File: src/rtl/ofd_pkg.sv
package ofd_pkg;

  localparam int MAX_WIDTH  = 1024;
  localparam int MAX_HEIGHT = 1024;

  // Field and register widths fixed by the interface.
  localparam int CFG_W    = 11;
  localparam int VALUE_W  = 8;
  localparam int POS_W    = 10;
  localparam int IN_ROW_W = 11;

  // Widths that follow from the grid limits.
  localparam int COL_W      = $clog2(MAX_WIDTH);
  localparam int CNT_W      = $clog2(MAX_WIDTH * MAX_HEIGHT);
  localparam int DIV_W      = (COL_W + 1 > CFG_W) ? COL_W + 1 : CFG_W;
  localparam int DIV_STEP_W = $clog2(CNT_W + 1);

  // The newest column of the 3x3 window comes straight from the line buffers and the
  // incoming item, so only the two older columns are held in cells.
  localparam int NUM_CELLS = 2;

  typedef enum logic [0:0] {
    CFG_GRID_WIDTH  = 1'b0,
    CFG_GRID_HEIGHT = 1'b1
  } cfg_reg_t;

  typedef enum logic [1:0] {
    CLS_FREE     = 2'd0,
    CLS_UNKNOWN  = 2'd1,
    CLS_OCCUPIED = 2'd2
  } cls_t;

  typedef struct packed {
    cls_t bot;
    cls_t mid;
    cls_t top;
  } col_t;

  typedef struct packed {
    logic shift;
    logic clear;
  } cell_ctl_t;

  typedef struct packed {
    logic busy;
    logic done;
  } div_stat_t;

endpackage

File: src/rtl/ofd_cell.sv
module ofd_cell (
  input  logic               clk,
  input  logic               rst_n,
  input  ofd_pkg::cell_ctl_t ctl,
  input  ofd_pkg::col_t      col_in,
  output ofd_pkg::col_t      col_out
);

  ofd_pkg::col_t col_r;
  ofd_pkg::col_t col_nxt;

  always_comb begin
    col_nxt = col_r;
    if (ctl.clear) begin
      col_nxt = '0;
    end else if (ctl.shift) begin
      col_nxt = col_in;
    end
  end

  always_ff @(posedge clk) begin
    if (!rst_n) begin
      col_r <= '0;
    end else begin
      col_r <= col_nxt;
    end
  end

  assign col_out = col_r;

endmodule

File: config.mk
export PLATFORM = sky130hd
export DESIGN_NAME = ofd_cell
export DESIGN_NICKNAME = d
export VERILOG_FILES = /design/src/rtl/ofd_pkg.sv /design/src/rtl/ofd_cell.sv
export SDC_FILE = /design/constraint.sdc
export NUM_CORES = 1
export LEC_CHECK = 0
export BUFFER_PORTS_ARGS = -buffer_cell sky130_fd_sc_hd__buf_4
export CAP_MARGIN = 25
export CORE_AREA = 4 4 41 43
export DETAILED_ROUTE_END_ITERATION = 8
export DIE_AREA = 0 0 45 47
export PLACE_DENSITY = 0.4
export SYNTH_ARGS = -nofsm -noshare
export SYNTH_HDL_FRONTEND = slang
export SYNTH_SLANG_ARGS = --single-unit
File: constraint.sdc
create_clock -name clk -period 1.7 [get_ports clk]
set_clock_uncertainty 0.15 [all_clocks]
set_input_delay 0.255 -clock clk [delete_from_list [all_inputs] [get_ports clk]]
set_output_delay 0.255 -clock clk [all_outputs]
set_load 0.03 [all_outputs]
==> flow_metrics.py <==
metrics = {
    "critical_path": {
        "reg2reg_to": "col_out[3]$_SDFFE_PP0P_",
        "start_kind": "flip-flop",
        "reg2regPathDepth": 2,
        "rrSetupSlack_ns": 0.95,
        "startpoint": "col_out[2]$_SDFFE_PP0P_",
        "max_stage_delay_ns": 0.33,
        "crit_arrival_ns": 0.73,
        "cp_slowest_cell": "dfxtp_1",
        "crit_buf_inv": 1,
        "cp.depth": 1,
        "path_class": "reg -> out",
        "cp_max_fo": 2,
        "cp.required_ns": 1.29,
        "crit_family": "flip-flops",
        "worstPathCellList": "buf_4",
        "end_kind": "output pin",
        "reg2reg_from": "col_out[3]$_SDFFE_PP0P_",
    },
    "grt": {
        "antenna_found_initial": 0,
        "grt_pass1_wl_um": 703,
        "gr-usage-all-layers_pct": 5.22,
        "grt_max_degree": 7,
        "grt_pass1_vias": 193,
        "grt_overflow": 0,
    },
    "routing": {
        "vias_per_cell": 3.81,
        "wire_per_inst_um": 9.50,
        "firstDrtPassIters": 2,
        "drt-initial-drc-count": 2,
        "top_layer_used": "met3",
        "wl_met3_um": 61,
        "wl_met2_um": 249,
        "drt-met1-wl_um": 183,
        "wirelength_um": 494,
        "vias": 198,
        "drtAntennaViolNets": 0,
        "drc": 0,
    },
    "place": {
        "place_congestion": 0.548,
        "dpl-instance-area_um2": 340,
        "port_buffers": 15,
    },
    "sta": {
        "slew_headroom_pct": 85.6,
        "tightestPinTransition_ns": 0.215,
        "tns_ns": 0,
        "rsz0062_at_grt": "false",
        "finalCritPeriodShare_pct": 66.7,
        "finalSetupViolations": 0,
        "hold_viol": 0,
        "clock.fmax_mhz": 882,
        "drv_slew": 0,
        "timing.final.crit_period_ns": 1.13,
    },
    "die": {
        "initial_utilization_pct": 16.9,
        "core-area_um2": 1300,
        "dieArea_um2": 2120,
        "die_w_um": 45,
        "ios": 16,
        "dieHeight_um": 47,
        "rows": 13,
    },
    "finish": {
        "mostFrequentLayoutCell": "buf_4",
        "finish.utilization_pct": 27.9,
        "area_delta_synth_final_pct": 64.8,
        "drive_above_1_share_pct": 48.6,
        "stdcell_area_um2": 363,
        "num_antenna_cells": 0,
        "fin_nets": 49,
        "final_cell_mix": "buf_4, mux2i_1, nor2_1, dfxtp_1, clkbuf_4",
        "largest_reg_flops": 6,
    },
    "power_and_ir_drop": {
        "power_uw": 324,
        "pwr_density_cell_nw_per_um2": 894,
        "p_leak_nw": 0.183,
        "peakVddDrop_uv": 266,
    },
    "cts": {
        "htree_levels": 1,
        "clk_path_buf_depth": 2,
        "numCtsBuffers": 3,
        "cts_resized": 0,
        "cts_hold_buf": 0,
        "cts_setup_buffers": 0,
        "cts_sinks": 6,
        "clock_latency_ns": 0.24,
        "clk_pin_slew_ns": 0.05,
        "root_buffer": "clkbuf_4",
        "cts_tree": "built",
    },
    "min_path": {
        "min_to": "col_out[1]$_SDFFE_PP0P_",
        "hold_class": "in -> reg",
        "min-delay-start": "col_in[1]",
        "min_path_cells": 3,
    },
    "synthesis": {
        "yosysWarnings": 0,
        "synthCells": 20,
        "yosysUniqueCellTypes": 5,
        "post_synth.cell_area_avg_um2": 11.0,
        "synth_area_um2": 220,
        "syn-num-nets": 30,
        "ys_seq_elements": 6,
        "yosysSeqAreaShare_pct": 54.5,
    },
    "outcome": {
        "outcome": "complete, no violations",
    },
    "run": {
        "maxCapViolations": 0,
    },
}
## cell type report
class / instances / area [um^2]
clock buffer: 3 / 22.5
fill: 149 / 938
multi-input combinational: 13 / 88.8
sequential: 6 / 120
tap: 15 / 18.8
timing repair buffer: 15 / 113
## worst max path at each step
stage | endpoint | slack, ns
2_1_floorplan | col_out[0]$_SDFFE_PP0P_ | 0.82
4_1_cts | col_out[2] | 0.55
3_3_place_gp | col_out[1]$_SDFFE_PP0P_ | 0.75
5_1_grt | col_out[2] | 0.52
3_5_place_dp | col_out[0]$_SDFFE_PP0P_ | 0.77
6_report | col_out[2] | 0.57
## per-layer routing
layer  track usage, %  vias up
met4             5.26        0
li1                 -      100
met3             3.83        0
met5                0        -
met1             4.34       90
met2             7.91        8
## cell usage after synthesis
cell type	instances	area, um^2
dfxtp_1	6	120
mux2i_1	6	60.1
nor2_1	6	22.5
buf_6	1	11.3
nand2b_1	1	6.26
## metrics by stage
step                      worst slack [ns]  cells  hold slack (ns)
after global routing                 0.523     52            0.115
after detailed placement             0.765     49            0.341
after global placement               0.754     49            0.337
after CTS                            0.552     52           0.0989
after floorplan                      0.821     20            0.252
final                                0.566     52            0.104
## where the power goes
part / internal (mW) / total, mW / switching [mW]
combinational: 0.0261 / 0.0479 / 0.0218
sequential: 0.146 / 0.148 / 0.00228
clock: 0.0797 / 0.128 / 0.0487
total: 0.252 / 0.324 / 0.0728
## kinds of logic (layout without fill, tap and decap cells)
| logic type | count (synthesis) | in the layout | share of synthesized area [%] |
|---|---|---|---|
| flops | 6 | 6 | 54.5 |
| buf+inv | 1 | 18 | 5.11 |
| simple gates | 7 | 7 | 13.1 |
| mux | 6 | 6 | 27.3 |
Power figures use the tool's default switching activity.
