## src/rtl/ofd_pkg.sv

```systemverilog
package ofd_pkg;

  localparam int MAX_WIDTH  = 1024;
  localparam int MAX_HEIGHT = 1024;

  // Field and register widths fixed by the interface.
  localparam int CFG_W    = 11;
  localparam int VALUE_W  = 8;
  localparam int POS_W    = 10;
  localparam int IN_ROW_W = 11;

  // Widths that follow from the grid limits.
  localparam int COL_W      = $clog2(MAX_WIDTH);
  localparam int CNT_W      = $clog2(MAX_WIDTH * MAX_HEIGHT);
  localparam int DIV_W      = (COL_W + 1 > CFG_W) ? COL_W + 1 : CFG_W;
  localparam int DIV_STEP_W = $clog2(CNT_W + 1);

  // The newest column of the 3x3 window comes straight from the line buffers and the
  // incoming item, so only the two older columns are held in cells.
  localparam int NUM_CELLS = 2;

  typedef enum logic [0:0] {
    CFG_GRID_WIDTH  = 1'b0,
    CFG_GRID_HEIGHT = 1'b1
  } cfg_reg_t;

  typedef enum logic [1:0] {
    CLS_FREE     = 2'd0,
    CLS_UNKNOWN  = 2'd1,
    CLS_OCCUPIED = 2'd2
  } cls_t;

  typedef struct packed {
    cls_t bot;
    cls_t mid;
    cls_t top;
  } col_t;

  typedef struct packed {
    logic shift;
    logic clear;
  } cell_ctl_t;

  typedef struct packed {
    logic busy;
    logic done;
  } div_stat_t;

endpackage

```

## src/rtl/ofd_div.sv

```systemverilog
module ofd_div (
  input  logic                        clk,
  input  logic                        rst_n,
  input  logic                        start,
  input  logic [ofd_pkg::CNT_W-1:0]   dividend,
  input  logic [ofd_pkg::CFG_W-1:0]   divisor,
  output ofd_pkg::div_stat_t          stat,
  output logic [ofd_pkg::CNT_W-1:0]   quo,
  output logic [ofd_pkg::COL_W-1:0]   rem
);

  logic [ofd_pkg::DIV_STEP_W-1:0] cnt_r;
  logic [ofd_pkg::DIV_STEP_W-1:0] cnt_nxt;
  logic                           done_r;
  logic                           done_nxt;
  logic [ofd_pkg::CNT_W-1:0]      q_r;
  logic [ofd_pkg::CNT_W-1:0]      q_nxt;
  logic [ofd_pkg::COL_W-1:0]      rem_r;
  logic [ofd_pkg::COL_W-1:0]      rem_nxt;
  logic [ofd_pkg::COL_W:0]        cand;
  logic [ofd_pkg::DIV_W-1:0]      cand_ext;
  logic [ofd_pkg::DIV_W-1:0]      div_ext;
  logic                           ge;

  // Restoring division, one quotient bit per cycle, most significant first.
  always_comb begin
    cand     = {rem_r, q_r[ofd_pkg::CNT_W-1]};
    cand_ext = ofd_pkg::DIV_W'(cand);
    div_ext  = ofd_pkg::DIV_W'(divisor);
    ge       = cand_ext >= div_ext;
  end

  always_comb begin
    cnt_nxt  = cnt_r;
    q_nxt    = q_r;
    rem_nxt  = rem_r;
    done_nxt = 1'b0;
    if (start) begin
      cnt_nxt = ofd_pkg::DIV_STEP_W'(ofd_pkg::CNT_W);
      q_nxt   = dividend;
      rem_nxt = '0;
    end else if (cnt_r != '0) begin
      cnt_nxt  = cnt_r - 1'b1;
      q_nxt    = {q_r[ofd_pkg::CNT_W-2:0], ge};
      rem_nxt  = ge ? ofd_pkg::COL_W'(cand_ext - div_ext) : ofd_pkg::COL_W'(cand);
      done_nxt = (cnt_r == ofd_pkg::DIV_STEP_W'(1));
    end
  end

  always_ff @(posedge clk) begin
    if (!rst_n) begin
      cnt_r  <= '0;
      done_r <= 1'b0;
    end else begin
      cnt_r  <= cnt_nxt;
      done_r <= done_nxt;
    end
  end

  always_ff @(posedge clk) begin
    q_r   <= q_nxt;
    rem_r <= rem_nxt;
  end

  assign stat.busy = (cnt_r != '0) || done_r;
  assign stat.done = done_r;
  assign quo       = q_r;
  assign rem       = rem_r;

endmodule

```

## config.mk

```make
export PLATFORM = sky130hd
export DESIGN_NAME = ofd_div
export DESIGN_NICKNAME = d
export VERILOG_FILES = /design/src/rtl/ofd_pkg.sv /design/src/rtl/ofd_div.sv
export SDC_FILE = /design/constraint.sdc
export NUM_CORES = 1
export LEC_CHECK = 0
export ABC_AREA = 1
export BUFFER_PORTS_ARGS = -buffer_cell sky130_fd_sc_hd__buf_2
export CAP_MARGIN = 20
export CORE_MARGIN = 3
export CORE_UTILIZATION = 50
export DETAILED_ROUTE_END_ITERATION = 6
export GPL_ROUTABILITY_DRIVEN = 0
export MAX_ROUTING_LAYER = met4
export PLACE_DENSITY = 0.79
export SYNTH_ARGS = -nofsm -noshare
export SYNTH_HDL_FRONTEND = slang
export SYNTH_SLANG_ARGS = --single-unit
```

## constraint.sdc

```tcl
create_clock -name clk -period 3.2 [get_ports clk]
set_input_delay 0.64 -clock clk [delete_from_list [all_inputs] [get_ports clk]]
set_output_delay 0.64 -clock clk [all_outputs]
set_load 0.01 [all_outputs]
```

==> impl_metrics.py, run 1 <==
metrics = {
    "run_status": {
        "outcome": "finished clean",
    },
    "finish": {
        "layout.nets": 428,
        "area_growth_syn_to_layout_pct": 20.5,
        "fin_area_um2": 2740,
        "antenna_cells_inserted": 0,
        "layout-drive-gt1-share_pct": 23.9,
    },
    "floorplanning": {
        "io_pins": 66,
        "design.core.area_um2": 4200,
        "initial_utilization_pct": 54.1,
        "rows": 23,
        "die-height_um": 73.4,
        "die_w_um": 73.4,
        "die_ar_um2": 5390,
    },
    "worst_setup_path": {
        "rr_endpoint": "quo[7]",
        "critPathMaxFanout": 5,
        "startpoint_type_of_the_worst_setup_path": "register",
        "timing.setup.critical_path_class": "register to output port",
        "worstPathRequired_ps": 2560,
        "endpoint_kind_of_the_worst_setup_timing_path": "output port",
        "critical_path.reg2reg.startpoint": "cnt_r[0]",
        "regToRegSetupSlack_ps": 1070,
        "critical_path_arrival_ps": 1920,
        "reg2regPathDepth": 8,
    },
    "clock_network": {
        "cts_hold_buffers": 0,
        "max-clock-path-buffers": 2,
        "ctsHtreeMaxLevel": 2,
        "cts_buffers": 5,
        "cts_sinks": 36,
        "tritoncts": "done",
        "clk_latency_ps": 280,
        "cts.reportedPaths.clkPinSlew_ps": 70,
        "count_of_buffers_added_by_post_cts_timing_repair_for_setup": 0,
        "clock-root-buffer": "sky130_fd_sc_hd__clkbuf_8",
        "cts-resized-gates": 0,
    },
    "yosys": {
        "postSynthCellCount": 313,
        "syn_area_um2": 2270,
        "ys_ff_latch": 36,
        "yosysWarningCount": 0,
        "synth.net_count": 361,
        "asyncSetResetFlopFracSynth_pct": 0,
        "synth_cell_types": 29,
        "synth-seq-area-share_pct": 40.5,
        "synth_edf_count": 20,
        "synthesis.area_per_instance_um2": 7.26,
        "top_reg_cell_synth": "sky130_fd_sc_hd__edfxtp_1",
    },
    "sta": {
        "least_setup_slack_across_all_paths_after_layout_ps": 644,
        "setup_viol": 0,
        "final-max-slew-violation-count": 0,
        "rsz0062_at_grt": "no",
        "worst-slew-pin-transition_ps": 702,
        "hold_viol_final": 0,
        "setup_tns_ps": 0,
        "max_freq_mhz": 391,
        "clock_skew_ps": 4.92,
        "min_period_ps": 2560,
        "max-slew-margin-rel_pct": 53.1,
        "period_utilization_pct": 79.9,
    },
    "worst_hold_path": {
        "hold_path.class": "register to register",
        "hold_end": "done_r",
        "worstHoldStart": "cnt_r[4]",
        "hold_depth": 1,
    },
    "grt": {
        "grt_first_pass_wirelength_um": 8490,
        "vias_in_the_first_global_route": 1903,
        "grtUsageTotal_pct": 20.8,
        "grt-ovfl-total": 0,
        "grt_start_max_net_pins": 24,
        "grt_antenna_before_repair": 0,
    },
    "power": {
        "power.static_leakage_nw": 1.59,
        "irDropWorstVdd_mv": 0.232,
        "pwr_density_cell_nw_per_um2": 470,
    },
    "detailed_routing": {
        "wl_met2_um": 2620,
        "detail_route.first_pass.iterations": 4,
        "wl_um": 5200,
        "topRoutingLayerUsed": "met4",
        "wl_met1_um": 2280,
        "detail_routed_net_length_per_standard_cell_um": 12.1,
        "num_vias": 2093,
        "via_to_cell_ratio": 4.86,
        "dr.first_iter.drc_count": 120,
        "drc": 0,
        "ant_nets": 0,
        "wl_met3_um": 274,
    },
    "place": {
        "placement.cell_area_um2": 2630,
        "place_ws_ps": 929,
        "dp.final_hpwl_um": 3850,
        "port_buffers": 65,
    },
    "run": {
        "drv_cap": 0,
    },
}
-- worst max path at each step --
stage	from	end	slack, ps	cells past startpoint
after floorplan	divisor[0]	rem[8]	1250	13
after global placement	divisor[9]	rem[0]	970	12
after detailed placement	divisor[9]	rem[4]	930	12
after CTS	cnt_r[0]	stat[1]	640	9
after global routing	cnt_r[0]	stat[1]	420	9
final	cnt_r[0]	stat[1]	640	9
-- sequential cells by signal, summed over array words and instances (netlist names) --
signal	cells
rem	10
done_r	1
quo	20
cnt_r	5
-- layout by cell type, fill, tap and decap left out, types with 4 or more instances in the layout --
cell type / Yosys / routed
sky130_fd_sc_hd__nand2_1: 127 / 127
sky130_fd_sc_hd__buf_2: 0 / 65
sky130_fd_sc_hd__inv_1: 48 / 48
sky130_fd_sc_hd__nand3_1: 21 / 21
sky130_fd_sc_hd__edfxtp_1: 20 / 20
sky130_fd_sc_hd__dfxtp_1: 16 / 16
sky130_fd_sc_hd__nor2_1: 13 / 13
sky130_fd_sc_hd__ha_1: 13 / 13
sky130_fd_sc_hd__a21oi_1: 8 / 8
sky130_fd_sc_hd__nand3_2: 5 / 5
sky130_fd_sc_hd__clkbuf_8: 0 / 5
sky130_fd_sc_hd__nand2_2: 4 / 4
sky130_fd_sc_hd__nand3b_1: 4 / 4
sky130_fd_sc_hd__o21ai_0: 4 / 4
-- power breakdown --
group	internal (mW)	leakage [nW]	switching, mW	total (mW)
Sequential	0.553	0.344	0.0331	0.586
Combinational	0.122	1.19	0.187	0.309
Clock	0.231	0.0552	0.159	0.390
-- stage by stage --
step / cells / power [mW] / hold slack [ps] / util, %
floorplan: 313 / 0.791 / 441 / -
detailed placement: 423 / 0.903 / 467 / 62.6
global placement: 423 / 0.895 / 460 / 62.6
finish: 431 / 1.29 / 480 / 65.2
CTS: 431 / 1.30 / 479 / 65.2
global route: 431 / 1.36 / 507 / 65.2
-- layer usage --
layer | vias to the layer above | global-route usage (%)
met5 | - | -
met4 | 0 | 4.43
met3 | 4 | 5.75
met2 | 59 | 34.6
met1 | 923 | 25.4
li1 | 1107 | -
-- kinds of logic after synthesis --
logic type,synth area share [%]
and+or+nand+nor,34.9
xor gates and xnor gates,1.93
DFF,40.5
AOI/OAI and AO/OA,4.35
adders and majority gates,8.04
buffers and inverters,10.2
-- synth_stat cells, types with 2 or more instances --
cell	instances	area share, %
sky130_fd_sc_hd__nor2_1	13	2.1
sky130_fd_sc_hd__a21oi_1	8	1.8
sky130_fd_sc_hd__o21ai_0	4	0.88
sky130_fd_sc_hd__nor3_1	3	0.66
sky130_fd_sc_hd__buf_1	2	0.33
sky130_fd_sc_hd__buf_6	2	0.99
sky130_fd_sc_hd__clkbuf_1	2	0.33
sky130_fd_sc_hd__edfxtp_1	20	26
sky130_fd_sc_hd__xnor2_1	3	1.2
sky130_fd_sc_hd__o21ai_1	3	0.66
sky130_fd_sc_hd__a21oi_2	2	0.77
sky130_fd_sc_hd__ha_1	13	7.2
sky130_fd_sc_hd__nand3_2	5	2.2
sky130_fd_sc_hd__inv_1	48	7.9
sky130_fd_sc_hd__inv_2	2	0.33
sky130_fd_sc_hd__nand2_1	127	21
sky130_fd_sc_hd__nand3_1	21	4.6
sky130_fd_sc_hd__xor2_1	2	0.77
sky130_fd_sc_hd__nor2_2	2	0.55
sky130_fd_sc_hd__nand2_2	4	1.1
sky130_fd_sc_hd__dfxtp_1	16	14
sky130_fd_sc_hd__nand3b_1	4	1.3
-- worst max-delay path, cell delays in order, from the launching register on --
cell	delay, ps
sky130_fd_sc_hd__dfxtp_1	320
sky130_fd_sc_hd__inv_1	90
sky130_fd_sc_hd__ha_1	150
sky130_fd_sc_hd__inv_1	60
sky130_fd_sc_hd__nor3_1	150
sky130_fd_sc_hd__inv_1	90
sky130_fd_sc_hd__nor2_2	200
sky130_fd_sc_hd__inv_1	150
sky130_fd_sc_hd__or2_2	290
sky130_fd_sc_hd__buf_2	140
-- area by class of cell --
type / instances / area, um2
well taps: 50 / 62.6
clock inverters: 2 / 35.0
clock buffers: 6 / 72.6
inverters: 50 / 188
repair buffers: 67 / 340
multi-input cells: 220 / 1120
flip-flops and latches: 36 / 921
fillers: 359 / 1460
Note: power is estimated with default switching activity, not from simulation.
==> run 2, diff against run 1 <==
--- a/config.mk
+++ b/config.mk
@@ -9,11 +9,11 @@
 export BUFFER_PORTS_ARGS = -buffer_cell sky130_fd_sc_hd__buf_2
 export CAP_MARGIN = 20
 export CORE_MARGIN = 3
-export CORE_UTILIZATION = 50
+export CORE_UTILIZATION = 47
 export DETAILED_ROUTE_END_ITERATION = 6
 export GPL_ROUTABILITY_DRIVEN = 0
 export MAX_ROUTING_LAYER = met4
-export PLACE_DENSITY = 0.79
+export PLACE_DENSITY = 0.78
 export SYNTH_ARGS = -nofsm -noshare
 export SYNTH_HDL_FRONTEND = slang
 export SYNTH_SLANG_ARGS = --single-unit
==> constraint.sdc (replaced) <==
create_clock -name clk -period 2.3 [get_ports clk]
set_input_delay 0.46 -clock clk [delete_from_list [all_inputs] [get_ports clk]]
set_output_delay 0.46 -clock clk [all_outputs]
set_load 0.01 [all_outputs]
==> impl_metrics.py, run 2 (same netlist as run 1, synthesis figures left out) <==
metrics = {
    "run_status": {
        "outcome": "finished clean",
    },
    "worst_setup_path": {
        "critical_path_buf_inv_count": 5,
        "timing.critical_path.cells": "inv_2 > ha_1 > inv_1 > nor3_2 > inv_1 > nor2_4 > inv_1 > or2_2 > buf_2",
        "regToRegSetupSlack_ps": 280,
        "timing.critical_path.slowest_stage_cell": "sky130_fd_sc_hd__dfxtp_1",
        "worst_path_most_repeated_cell": "sky130_fd_sc_hd__inv_1",
        "critical_path_arrival_ps": 1720,
        "timing.setup.critical_path_class": "register to output port",
        "path_delay_family": "simple AND/OR/NAND/NOR gates",
        "startpoint_type_of_the_worst_setup_path": "register",
        "critical_path.max_stage_delay_ps": 330,
        "endpoint_kind_of_the_worst_setup_timing_path": "output port",
        "worstPathRequired_ps": 1840,
        "critPathMaxFanout": 5,
    },
    "finish": {
        "layout-drive-gt1-share_pct": 24.9,
        "antenna_cells_inserted": 0,
        "mostFrequentLayoutCells": "sky130_fd_sc_hd__nand2_1, sky130_fd_sc_hd__buf_2, sky130_fd_sc_hd__inv_1",
        "area_growth_syn_to_layout_pct": 21.9,
        "largest_reg_flops": 20,
        "layout.cells.most_common": "sky130_fd_sc_hd__nand2_1",
        "layout.nets": 429,
    },
    "sta": {
        "max_freq_mhz": 459,
        "min_period_ps": 2180,
        "max-slew-margin-rel_pct": 75.1,
        "period_utilization_pct": 94.7,
        "setup_tns_ps": 0,
        "clock_skew_ps": 9.79,
        "final-max-slew-violation-count": 0,
        "rsz0062_at_grt": "no",
        "hold_viol_final": 0,
        "worst-slew-pin-transition_ps": 374,
        "setup_viol": 0,
        "least_setup_slack_across_all_paths_after_layout_ps": 123,
    },
    "grt": {
        "gr-usage-met3_pct": 3.56,
        "grtUsageTotal_pct": 18.6,
        "gr-usage-met2_pct": 32.3,
        "grt.busiest_layer": "met2",
        "grt_antenna_before_repair": 0,
        "grt.met1_usage_pct": 21.8,
        "grt-ovfl-total": 0,
        "vias_in_the_first_global_route": 1892,
        "grt_first_pass_wirelength_um": 7900,
        "grt_start_max_net_pins": 24,
    },
    "clock_network": {
        "clock-root-buffer": "sky130_fd_sc_hd__clkbuf_8",
        "max-clock-path-buffers": 2,
        "cts_buffers": 5,
        "ctsHtreeMaxLevel": 2,
        "cts.reportedPaths.clkPinSlew_ps": 70,
        "cts_sinks": 36,
        "tritoncts": "done",
        "clk_latency_ps": 290,
    },
    "place": {
        "place_ws_ps": 213,
        "port_buffers": 65,
        "dp.final_hpwl_um": 3930,
    },
    "floorplanning": {
        "initial_utilization_pct": 50.4,
        "die_w_um": 75.5,
        "die-height_um": 75.5,
        "design.core.area_um2": 4500,
        "rows": 24,
        "io_pins": 66,
        "die_ar_um2": 5700,
    },
    "power": {
        "totalPowerFinal_mw": 1.81,
        "power.static_leakage_nw": 1.60,
        "pwr_density_cell_nw_per_um2": 653,
        "irDropWorstVdd_mv": 0.404,
    },
    "detailed_routing": {
        "via_to_cell_ratio": 4.81,
        "detail_routed_net_length_per_standard_cell_um": 11.9,
        "detail_route.first_pass.iterations": 4,
        "wl_um": 5140,
        "drc": 0,
        "ant_nets": 0,
        "num_vias": 2086,
        "dr.first_iter.drc_count": 59,
    },
    "run": {
        "drv_cap": 0,
    },
    "worst_hold_path": {
        "hold_path.class": "input pin to register",
    },
}
run 2: worst reg2reg max path: stages (launching register included):
cell,delay [ps]
sky130_fd_sc_hd__edfxtp_1,380
sky130_fd_sc_hd__inv_1,110
sky130_fd_sc_hd__ha_1,150
sky130_fd_sc_hd__inv_1,80
sky130_fd_sc_hd__fa_1,420
sky130_fd_sc_hd__nand3_1,130
sky130_fd_sc_hd__nand3_1,150
sky130_fd_sc_hd__nand2_1,140
sky130_fd_sc_hd__nand2_1,60
sky130_fd_sc_hd__nand2_1,50
sky130_fd_sc_hd__nand2_1,50
sky130_fd_sc_hd__inv_1,50
sky130_fd_sc_hd__nand2_1,40
sky130_fd_sc_hd__nand3_1,60
sky130_fd_sc_hd__nand2_1,50
run 2: metal layers:
metal	part of all wire [%]	vias to the layer above
li1	-	1110
met1	44	924
met2	51	41
met3	3.9	11
met4	1.3	0
met5	0	-
run 2: metrics by stage:
stage,instance area (um2),hold WS [ps],cells,utilization [%]
after floorplan,2270,441,313,-
after global placement,2650,463,425,58.7
after detailed placement,2650,461,425,58.7
after CTS,2760,426,433,61.2
after global routing,2770,435,434,61.5
final,2770,428,434,61.5
run 2: area by class of cell:
class,count,area (um2)
Fill cell,432,1730
Timing Repair Buffer,68,360
Clock buffer,6,72.6
Inverter,50,188
Multi-Input combinational cell,220,1130
Clock inverter,2,35.0
Sequential cell,36,921
Tap cell,52,65.1
run 2: worst paths after layout:
| check | start | depth (start not counted) | to |
|---|---|---|---|
| max | cnt_r[0] | 9 | stat[1] |
| max reg2reg | quo[19] | 14 | rem[8] |
| min reg2reg | cnt_r[1] | 2 | cnt_r[1] |
| min | rst_n | 3 | cnt_r[2] |
run 2: power breakdown:
part,switching (mW),total [mW],internal [mW]
logic,0.263,0.444,0.181
registers,0.0452,0.814,0.769
clock network,0.228,0.550,0.322
total,0.536,1.81,1.27
run 2: what timing repair did:
item | 4_1_cts | 5_1_grt
resized for setup | 1 | 3
endpoints found under the hold margin | 0 | 0
hold buffers | 0 | 0
endpoints found under the setup margin | 1 | 1
pin swaps | 0 | 1
buffers inserted | 0 | 1
